File: config.mk
export PLATFORM = sky130hd
export DESIGN_NAME = skt_key_compare
export DESIGN_NICKNAME = d
export VERILOG_FILES = /design/src/design/skt_pkg.sv /design/src/design/skt_key_compare.sv
export SDC_FILE = /design/constraint.sdc
export NUM_CORES = 1
export LEC_CHECK = 0
export ABC_AREA = 1
export BUFFER_PORTS_ARGS = -buffer_cell sky130_fd_sc_hd__buf_2
export CAP_MARGIN = 30
export CORE_MARGIN = 3
export CORE_UTILIZATION = 28
export DETAILED_ROUTE_END_ITERATION = 16
export GPL_TIMING_DRIVEN = 0
export PLACE_DENSITY = 0.66
export RECOVER_POWER = 50
export SLEW_MARGIN = 30
export SYNTH_ARGS = -nofsm -noshare
export SYNTH_HDL_FRONTEND = slang
export SYNTH_SLANG_ARGS = --single-unit
File: constraint.sdc
create_clock -name vclk -period 1.35
set_input_delay 0 -clock vclk [all_inputs]
set_output_delay 0 -clock vclk [all_outputs]
set_load 0.01 [all_outputs]
File: src/design/skt_pkg.sv
// Shared types and constants for the sorted key table search and insert core.
// Holds the sequencer state type, the table entry layout and the status codes.
// No dependencies.
package skt_pkg;

   localparam int KEY_HALF_W = 64;
   localparam int OFFSET_W   = 32;
   localparam int POS_W      = 7;
   localparam int STATUS_W   = 2;

   localparam logic KIND_LOOKUP = 1'b0;
   localparam logic KIND_INSERT = 1'b1;

   localparam logic [STATUS_W-1:0] STATUS_OK        = 2'd0;
   localparam logic [STATUS_W-1:0] STATUS_NOT_FOUND = 2'd1;
   localparam logic [STATUS_W-1:0] STATUS_DUPLICATE = 2'd2;
   localparam logic [STATUS_W-1:0] STATUS_FULL      = 2'd3;

   typedef enum logic [2:0] {
      SEQ_IDLE,
      SEQ_SEARCH,
      SEQ_COMPARE,
      SEQ_SHIFT,
      SEQ_PUT
   } seq_state_type;

   typedef struct packed {
      logic [KEY_HALF_W-1:0] key_high;
      logic [KEY_HALF_W-1:0] key_low;
      logic [OFFSET_W-1:0]   offset;
   } entry_type;

   typedef struct packed {
      logic less;
      logic equal;
   } cmp_result_type;

endpackage

File: src/design/skt_key_compare.sv
// Shared 128-bit unsigned key comparator used by every search step.
// Depends on skt_pkg for the key widths and result struct.
module skt_key_compare
   import skt_pkg::*;
(
   input  logic [KEY_HALF_W-1:0] stored_high,
   input  logic [KEY_HALF_W-1:0] stored_low,
   input  logic [KEY_HALF_W-1:0] probe_high,
   input  logic [KEY_HALF_W-1:0] probe_low,
   output cmp_result_type        result
);

   always_comb begin
      result.less  = {stored_high, stored_low} < {probe_high, probe_low};
      result.equal = {stored_high, stored_low} == {probe_high, probe_low};
   end

endmodule

==> metrics.md <==
| Metric | Value |
|---|---|
| First-pass GRT wire length | 15,200 um |
| Cells after Synth | 553 |
| Area contributors post-synth | ha_1, inv_1, nand2_1, a21oi_1, nor2_1 |
| Final hold vios | 0 |
| HP Start | stored_high[47] |
| Initial antenna violation count | 2 |
| Most common cell after layout, fill and taps aside | buf_2 |
| Top cell type's share of synthesized area | 0.466 |
| Pin count of the biggest net entering global routing | 4 |
| Final ANT Viol Nets | 0 |
| Largest area contributor in the netlist | ha_1 |
| Syn. warnings | 0 |
| CLK BUF | 0 |
| Multi-input logic area | 3060 sq um |
| Iter 0 DRT Violations | 93 |
| Proportion of layout cells with a drive suffix above 1 | 0.383 |
| Final Cycle Share | 1.06 |
| Vias in the first global route | 3,622 |
| Die area | 13,600 sq um |
| Slew @ Worst Pin | 0.235 ns |
| Synth unique cells | 22 |
| Power Total | 0.00133 W |
| Slew HR | 0.842 |
| Worst EP arrival | 1.44 ns |
| Nets | 1,199 |
| Crit. Startpoint | stored_high[29] |
| Fin crit period | 1.44 ns |
| Core footprint | 11,700 sq um |
| Avg WL per Cell | 10.7 um |
| Crit end category | output pin |
| Final slew viol count | 0 |
| Final WL | 10,200 um |
| Status | finished, violations left |
| IO Port Bufs | 258 |
| Die Ht | 117 um |
| Syn Std Cell Area | 3430 sq um |
| Most frequent cells in the layout | buf_2, inv_1, ha_1 |
| Power Density | 258 nW/um^2 |
| Finished Layout Cells | 956 |
| CP max stage cell | ha_1 |
| Final setup vio count | 2 |
| Placer Congestion | 0.787 |
| GRT Residual Overflow | 0 |
| CP cell instances | buf_2 > ha_1 > nand2_1 > nor3_4 > nand4_1 > nor3_4 > and3b_1 > buf_2 |
| Register area share after synthesis | 0 |
| Io pins | 258 |
| DR vias | 4,093 |
| GRT Overall Usage | 0.132 |
| Max-cap violations | 0 |
| DR pass1 iterations | 4 |
| Vias/cell | 4.28 |
| Req. time, crit path | 1.35 ns |
| Synth Net Count | 937 |
| WHS | 0.715 ns |
| Worst min path class | input port to output pin |
| Post-CTS Hold Buffers | 0 |
| Die W | 117 um |
| Failing checks | setup timing |
| Antenna cells | 0 |
| RSZ-0062 raised after global routing | true |
| Maximum vdd drop | 0.103 mV |
| Avg Inst Size Synth | 6.21 sq um |
| FF/Latch Area | 0 sq um |
| Max frequency | 696 MHz |
| HPWL after DPL | 9720 um |
| Setup tns final | -0.132 ns |
| Static leakage | 3.44 nW |
| Initial Util | 0.293 |
| Seq cells | 0 |
| Post-route DRC | 0 |
| Worst Setup Path Type | input port to output pin |
| Final setup margin | -0.0861 ns |
| Fillers | 1,253 |
| Crit-path max FO | 2 |
| Area Overhead vs Synth | 50.3% |
| Num rows | 39 |
| Biggest cell delay along the critical path | 0.30 ns |
| CP startpoint kind | input port |
| Number of cells after detailed placement | 954 |
-- power by group --
group	switching, W	internal, W	leakage (nW)
sequential	0	0	0
clock	0	0	0
combinational	0.000640	0.000690	3.44
-- worst max-delay path: cells and delay by family --
kind,cells,cell delay (ns)
fa+ha+maj,1,0.30
buf+inv,2,0.23
simple gates,5,0.90
-- worst paths after layout --
kind	to	slack, ns	depth (start not counted)
worst min-delay path	result[1]	0.72	10
worst max-delay path	result[0]	-0.09	8
-- cells by family (layout without fill, tap and decap cells) --
kind of cell	after synthesis	count (layout)	share of synthesized area
AO/OA/AOI/OAI	83	83	0.127
adder cells (fa/ha/maj)	128	128	0.466
buffers and inverters	158	418	0.173
AND/OR/NAND/NOR	184	184	0.234
-- synth_stat cells --
cell      number
nor2_4         1
nand2_1      118
ha_1         128
a21o_1         1
nor2_1        29
o21bai_1       1
inv_2          4
inv_1        154
nand3_2        3
and3b_1        1
nand3b_1       1
nor3_2         4
nand2_2        1
a21oi_1       59
o21ai_0       16
nand3_1        9
and2_1         1
nand4_1       11
nor4_1         1
nor2_2         2
o21a_1         6
nor3_1         2
-- repair_timing --
item	in CTS	in global routing
pin swaps	12	2
resized for setup	28	19
setup endpoints to repair	2	2
buffers inserted	2	0
-- stage by stage --
| step | util | area, sq um | worst slack (ns) |
|---|---|---|---|
| 5_1_grt | 0.441 | 5160 | -0.237 |
| 2_1_floorplan | - | 3430 | 0.256 |
| 4_1_cts | 0.433 | 5070 | -0.135 |
| 3_5_place_dp | 0.419 | 4900 | -0.169 |
| 6_report | 0.441 | 5160 | -0.0861 |
| 3_3_place_gp | 0.419 | 4900 | -0.144 |
-- cell type report --
cell class	instances	share of cell area
inverters	158	0.115
multi-input cells	395	0.593
well taps	143	0.0347
repair buffers	260	0.257
-- metal layers --
metal / GRT usage / wire [um]
met5: 0 / 21
met4: 0.0130 / 121
met3: 0.0192 / 830
met2: 0.243 / 4930
met1: 0.168 / 4300
(Power assumes the default switching activity.)
